$ cat src/design/cmwtg_wrap_inc.sv
// ----------------------------------------------------------------------------
// Cyclic match walk wrapping incrementer
// Steps a sequence position by one and wraps to zero at the word count.
// ----------------------------------------------------------------------------
module cmwtg_wrap_inc #(
	parameter int unsigned POS_W = 12,
	parameter int unsigned CNT_W = 13
) (
	input  logic [POS_W-1:0] pos,
	input  logic [CNT_W-1:0] count,
	output logic [POS_W-1:0] next_pos
);

	logic [CNT_W:0] sum;

	assign sum      = (CNT_W+1)'(pos) + (CNT_W+1)'(1);
	assign next_pos = (sum >= {1'b0, count}) ? '0 : sum[POS_W-1:0];

endmodule

$ cat config.mk
export PLATFORM = sky130hd
export DESIGN_NAME = cmwtg_wrap_inc
export DESIGN_NICKNAME = d
export VERILOG_FILES = /design/src/design/cmwtg_wrap_inc.sv
export SDC_FILE = /design/constraint.sdc
export NUM_CORES = 1
export LEC_CHECK = 0
export ABC_AREA = 1
export BUFFER_PORTS_ARGS = -buffer_cell sky130_fd_sc_hd__buf_4
export CORE_MARGIN = 2
export CORE_UTILIZATION = 40
export DETAILED_ROUTE_END_ITERATION = 10
export MAX_ROUTING_LAYER = met4
export PLACE_DENSITY = 0.81
export SYNTH_ARGS = -nofsm -noshare
export SYNTH_HDL_FRONTEND = slang
export SYNTH_SLANG_ARGS = --single-unit
$ cat constraint.sdc
create_clock -name vclk -period 9.2
set_input_delay 2.3 -clock vclk [all_inputs]
set_output_delay 2.3 -clock vclk [all_outputs]
set_load 0.005 [all_outputs]
# Word level (Yosys, flattened, before mapping)
# Cells that the tools add are included.
[word_totals] ff_bits=0 in_bits=25 output_inout_bits=12
[op_classes] addsub=1 order_cmp=1 muxes=1
[ops] operator="$add A12 B1 Y13 const B" n=1
[ops] operator="$ge A13 B13 Y1" n=1
[ops] operator="$mux W12" n=1

# Depth between registers and ports, before layout
# Gate-level depths: netlist (run 1).
[logic_depth] depth_word=3 depth_mapped=16 mapped_depth_nobuf=15

# Worst setup path after synthesis (run 1)
# Ideal clock, no wire load.
[synth_path] path_kind="input -> output" start="in pos[0]" end="out next_pos[1]" arrival_ns=3.997 t_required_ns=6.900 slack_ns=2.903 cell_stages=15 n_path_buf=1 path_cell_list="ha_1 > nand2_2 > nor3_4 > nand4_1 > nand2_1 > inv_1 > ha_1 > nand2_1 > nand2_1 > nand3_1 > nand2_1 > nor2_1 > nand3_2 > buf_4 > nor2_1"
[synth_between] elab_chain_len=3
[synth_rtl] item="start: declaration" line="9" rtl="input logic [POS_W-1:0] pos,"
[synth_rtl] item="$add A12 B1 Y13 (*)" line="16" rtl="assign sum = (CNT_W+1)'(pos) + (CNT_W+1)'(1);"
[synth_rtl] item="$ge A13 B13 Y1" line="17" rtl="assign next_pos = (sum >= {1'b0, count}) ? '0 : sum[POS_W-1:0];"
[synth_rtl] item="$mux W12 (*)" line="17"
[synth_rtl] item="end: declaration" line="11" rtl="output logic [POS_W-1:0] next_pos"
# Every way passes the cells marked *; elsewhere a longest branch is shown, timed or not.

# Worst setup path after layout (run 1)
# Same ends and word-level chain as after synthesis.

==> metrics.md, run 1 <==
| Metric | Value |
|---|---|
| Status | finished clean |
| Synth Area per Inst | 5.33 µm² |
| Routed Antenna Nets | 0 |
| CTS Hold Bufs | 0 |
| Nets@finish | 213 |
| Final hold violations | 0 |
| Slew of the pin with the lowest slew margin | 248 ps |
| Synth Area in Simple Gates | 45.1% |
| Switching part of the total | 49.5% |
| Post-layout minimum cycle time | 6740 ps |
| Synth area leader | ha_1 |
| Setup TNS | 0 ps |
| Critical path startpoint | pos[0] |
| P&R area growth vs syn | 41.6% |
| Vias | 905 |
| Layout cell share with drive strength beyond 1 | 25.6% |
| Yosys cell types | 17 |
| Synth area leaders | ha_1 (24%), inv_1 (20%), nand2_1 (17%) |
| Post-synthesis sequential area ratio | 0% |
| Initial antenna violation count | 0 |
| Fmax | 0.148 GHz |
| Post-route DRC | 0 |
| Antenna Cells | 0 |
| Power per cell area | 44.6 nW/µm² |
| FFs & Latches | 0 |
| Clk network pwr share | 0% |
| Synth Area in XOR/XNOR | 6.04% |
| CP Launch Type | primary input |
| Vias per cell | 4.59 |
| Synthesized cell area | 724 µm² |
| Synth Warn # | 0 |
| Worst Setup EP | next_pos[1] |
| Switching power | 22.7 µW |
| Part of the power in registers | 0% |
| Comb power frac | 100.0% |
| I/O pins | 37 |
| Layout clock buffer count | 0 |
| Worst-path maximum fanout | 12 |
| DIE WIDTH | 46.6 µm |
| Max Slew Vio Count | 0 |
| Largest family of logic cells by synthesized area | simple AND/OR/NAND/NOR gates |
| Pre-antenna DRT Iters | 5 |
| Overall power | 45.7 µW |
| Static Leakage | 0.682 nW |
| GRT Overall Usage | 18.7% |
| WP data required | 6900 ps |
| Crit path DAT | 4440 ps |
| Internal | 23.1 µW |
| Mapped Cells | 136 |
| Final worst-path cycle share | 73.3% |
| CP endpoint kind | output pin |
| Die footprint | 2170 µm² |
| Proportion of synthesized area in mux cells | 0% |
| Max_cap viols | 0 |
| Post-cts gate resize count | 0 |
| Syn Nets | 175 |
| # rows | 15 |
| Final setup fails | 0 |
| Avg WL per Cell | 9.26 µm |
| Post-DP HPWL | 1690 µm |
| IO Port Bufs | 37 |
| Initial DRC Count | 14 |
| Synth Area in Compound Gates | 3.45% |
| Starting Density | 42.4% |
| Placer Congestion | 0.793 |
| FF+latch area | 0 µm² |
| Critical Setup Path Class | primary input to output pin |
| Slew HR | 83.4% |
| Synth Area in Adders | 24.2% |
| Global-route wire length before repair | 2950 µm |
| Hold WC Path Type | primary input to output pin |
| Total congestion overflow | 0 |
| Pin count of the biggest net entering global routing | 13 |
| Core area | 1710 µm² |
| RSZ-0062 raised after global routing | false |
| Final wirelength | 1830 µm |
| Share of the synthesized area in the top cell type | 24.2% |
| Post-CTS setup buffer count | 0 |
| Die span in y | 46.6 µm |
| Max IR drop VDD | 0.0238 mV |
| Vias in the first global route | 793 |
==> cell families (layout without fill, tap and decap cells) <==
| group | count (synthesis) | after routing |
|---|---|---|
| simple gates | 72 | 72 |
| compound gates | 5 | 5 |
| fa+ha+maj | 14 | 14 |
| xor+xnor | 5 | 5 |
| buf+inv | 40 | 76 |
==> cell usage after synthesis (all sizes together) <==
library cell / instances
buf: 1
a21oi: 4
nor3: 5
nand4: 3
nand3: 7
nor2: 23
inv: 39
xor2: 4
o21ai: 1
nand2: 34
ha: 14
xnor2: 1
==> layer usage <==
metal	share of wire, %	wire length (µm)	track usage (%)	vias up
met2	54	994	38.3	35
met5	0	0	-	-
met3	7.1	129	0	0
li1	-	-	-	484
met1	38	701	21.0	386
met4	0	0	0	0
==> layout by cell type (no fill, tap or decap), drive strengths merged <==
| cell | synthesis | routed |
|---|---|---|
| a21oi | 4 | 4 |
| buf | 1 | 37 |
| ha | 14 | 14 |
| inv | 39 | 39 |
| nand2 | 34 | 34 |
| nand3 | 7 | 7 |
| nand4 | 3 | 3 |
| nor2 | 23 | 23 |
| nor3 | 5 | 5 |
| o21ai | 1 | 1 |
| xnor2 | 1 | 1 |
| xor2 | 4 | 4 |
==> metrics by stage <==
step	hold WS (ps)	instances	setup WS (ps)	area [µm²]	util, %
5_1_grt	4900	197	2170	1030	60.1
3_3_place_gp	4890	197	2540	1030	60.1
3_5_place_dp	4900	197	2430	1030	60.1
2_1_floorplan	4630	136	2900	724	-
4_1_cts	4900	197	2430	1030	60.1
6_report	4900	197	2460	1030	60.1
==> critical path, cell delays in order <==
cell	delay [ps]
buf_4	120
ha_1	190
nand2_2	90
nor3_4	260
nand4_1	150
nand2_1	130
inv_1	50
ha_1	280
nand2_1	70
nor2_1	50
nand2_1	80
nor2_1	50
nor2_1	100
nand3_2	220
nor2_1	170
buf_4	130
==> power groups by stage <==
stage          registers, mW  clock network (mW)  logic [mW]
2_1_floorplan              0                   0      0.0242
3_3_place_gp               0                   0      0.0445
3_5_place_dp               0                   0      0.0463
4_1_cts                    0                   0      0.0465
5_1_grt                    0                   0      0.0520
6_report                   0                   0      0.0457
==> cell type report <==
cell class,count,area [µm²]
tap,25,31.3
inverter,39,146
timing repair buffer,37,278
fill,174,682
multi-input combinational,96,571
==> how the worst min path moves through the flow <==
stage | depth (start not counted) | startpoint | to
6_report | 3 | pos[0] | next_pos[0]
5_1_grt | 3 | pos[0] | next_pos[0]
4_1_cts | 3 | pos[0] | next_pos[0]
3_5_place_dp | 3 | pos[0] | next_pos[0]
3_3_place_gp | 3 | pos[0] | next_pos[0]
2_1_floorplan | 1 | pos[0] | next_pos[0]
No activity file was read; power rests on OpenSTA's default activity.
==> run 2: changes to the inputs <==
- PLACE_DENSITY: 0.81 -> 0.84
- clock period: 9.2 -> 5.7 ns (I/O delays scaled with it)
==> run 2 against run 1 <==
Net effect:
- critical path depth is the same
- total power grew 61%
- die area is the same
- setup slack lost 1800 ps
- via count shrank 3.2%
- sequential share of layout area is the same
==> metrics.md, run 2 (synthesis gave the netlist of run 1 again) <==
| Metric | Value |
|---|---|
| Status | finished clean (unchanged) |
| DIE WIDTH | 46.6 µm (unchanged) |
| Global-route wire length before repair | 3040 µm (was 2950 µm) |
| Power per cell area | 71.7 nW/µm² (was 44.6 nW/µm²) |
| Layout cell share with drive strength beyond 1 | 25.6% (unchanged) |
| Initial DRC Count | 7 (was 14) |
| Most frequent cells in the layout | inv_1 (39), buf_4 (37), nand2_1 (33), nor2_1 (21), ha_1 (14) (unchanged) |
| WP data required | 4280 ps (was 6900 ps) |
| CP cell instances | buf_4 > ha_1 > nand2_2 > nor3_4 > nand4_1 > nand2_1 > inv_1 > ha_1 > nand2_1 > nand2_1 > nand3_1 > nand2_1 > nor2_1 > nand3_2 > nor2_1 > buf_4 (was buf_4 > ha_1 > nand2_2 > nor3_4 > nand4_1 > nand2_1 > inv_1 > ha_1 > nand2_1 > nor2_1 > nand2_1 > nor2_1 > nor2_1 > nand3_2 > nor2_1 > buf_4) |
| FF+latch area | 0 µm² (unchanged) |
| IO Port Bufs | 37 (unchanged) |
| Vias | 876 (was 905) |
| Worst Setup Slack, final | 658 ps (was 2460 ps) |
| I/O pins | 37 (unchanged) |
| Fmax | 0.198 GHz |
| Static Leakage | 0.682 nW (unchanged) |
| Final hold violations | 0 (unchanged) |
| Most frequent CP cell | nand2_1 (was nor2_1) |
| CP delay by family, top | simple AND/OR/NAND/NOR gates (unchanged) |
| Final setup fails | 0 (unchanged) |
| Post-route DRC | 0 (unchanged) |
| Setup TNS | 0 ps (unchanged) |
| Buf/Inv on CP | 3 (unchanged) |
| CP max-delay cell | ha_1 (unchanged) |
| Slew of the pin with the lowest slew margin | 257 ps (was 248 ps) |
| CP max stage delay | 280 ps (about the same) |
| Max Slew Vio Count | 0 (unchanged) |
| Cell count after placement | 197 (unchanged) |
| Post-layout minimum cycle time | 5040 ps |
| Filler cell count | 168 (was 174) |
| GRT Overall Usage | 19.0% (was 18.7%) |
| Pre-antenna DRT Iters | 4 (was 5) |
| Final worst-path cycle share | 88.5% |
| Non-Filler Instances | 197 (unchanged) |
| Worst Setup EP | next_pos[6] (was next_pos[1]) |
| Worst slack, placed | 658 ps (was 2430 ps) |
| Post-DP HPWL | 1690 µm (about the same) |
| Nets@finish | 213 (unchanged) |
| FFs & Latches | 0 (unchanged) |
| Pin count of the biggest net entering global routing | 13 (unchanged) |
| CTS Hold Bufs | 0 (unchanged) |
| Vias per cell | 4.45 (was 4.59) |
| # rows | 15 (unchanged) |
| Final wirelength | 1840 µm (was 1830 µm) |
| Post-cts gate resize count | 0 (unchanged) |
| Placed cell area | 1030 µm² (unchanged) |
| Slew HR | 82.8% (was 83.4%) |
| Total congestion overflow | 0 (unchanged) |
| Layout clock buffer count | 0 (unchanged) |
| Hold_sp | pos[0] (unchanged) |
| Critical Setup Path Class | primary input to output pin (unchanged) |
| P&R area growth vs syn | 41.6% (unchanged) |
| WP depth | 16 (unchanged) |
| Initial antenna violation count | 0 (unchanged) |
| Hold WC Path Type | primary input to output pin (unchanged) |
| Worst-path maximum fanout | 12 (unchanged) |
| Antenna Cells | 0 (unchanged) |
| Design Area, Final | 1030 µm² (unchanged) |
| Placer Congestion | 0.778 (was 0.793) |
| Avg WL per Cell | 9.36 µm (was 9.26 µm) |
| Die footprint | 2170 µm² (unchanged) |
| Vias in the first global route | 804 (was 793) |
| Starting Density | 42.4% (unchanged) |
| Commonest non-fill, non-tap cell in the layout | inv_1 (unchanged) |
| CP endpoint kind | output pin (unchanged) |
| RSZ-0062 raised after global routing | false (unchanged) |
| Max IR drop VDD | 0.0359 mV (was 0.0238 mV) |
| Post-CTS setup buffer count | 0 (unchanged) |
| Routed Antenna Nets | 0 (unchanged) |
| Core area | 1710 µm² (unchanged) |
| Max_cap viols | 0 (unchanged) |
| Multi-input logic area | 571 µm² (unchanged) |
| CP Launch Type | primary input (unchanged) |
| Crit path DAT | 3620 ps (was 4440 ps) |
| Die span in y | 46.6 µm (unchanged) |
| Critical path startpoint | pos[0] (unchanged) |
==> run 2: cell counts in the layout (fill, tap and decap cells not counted) <==
Identical to the previous run, type by type.
==> run 2: how the worst min path moves through the flow <==
| stage | to | depth (start not counted) |
|---|---|---|
| after floorplan | next_pos[0] | 1 |
| after global placement | next_pos[0] | 3 |
| after detailed placement | next_pos[0] | 3 |
| after CTS | next_pos[0] | 3 |
| after global routing | next_pos[0] | 3 |
| final | next_pos[0] | 3 |
==> run 2: per-stage QoR <==
step / hold slack, ps / power [mW] / utilization, %
6_report: 3140 / 0.0736 / 60.1
4_1_cts: 3150 / 0.0744 / 60.1
5_1_grt: 3160 / 0.0843 / 60.1
3_3_place_gp: 3140 / 0.0718 / 60.1
3_5_place_dp: 3150 / 0.0740 / 60.1
2_1_floorplan: 2880 / 0.0391 / -
==> run 2: final cells by class <==
class | instances | area share, %
inverter | 39 | 14.3
multi-input combinational | 96 | 55.6
tap | 25 | 3.05
timing repair buffer | 37 | 27.1
==> run 2: per-layer routing <==
metal / global-route usage [%] / wire length, µm
met3: 0 / 97
met1: 22.1 / 763
met5: - / 0
met4: 0 / 0
met2: 38.1 / 983
==> run 2: report_power, final <==
| group | total [mW] | internal [mW] | switching, mW |
|---|---|---|---|
| clock | 0 | 0 | 0 |
| sequential | 0 | 0 | 0 |
| combinational | 0.0736 | 0.0371 | 0.0365 |
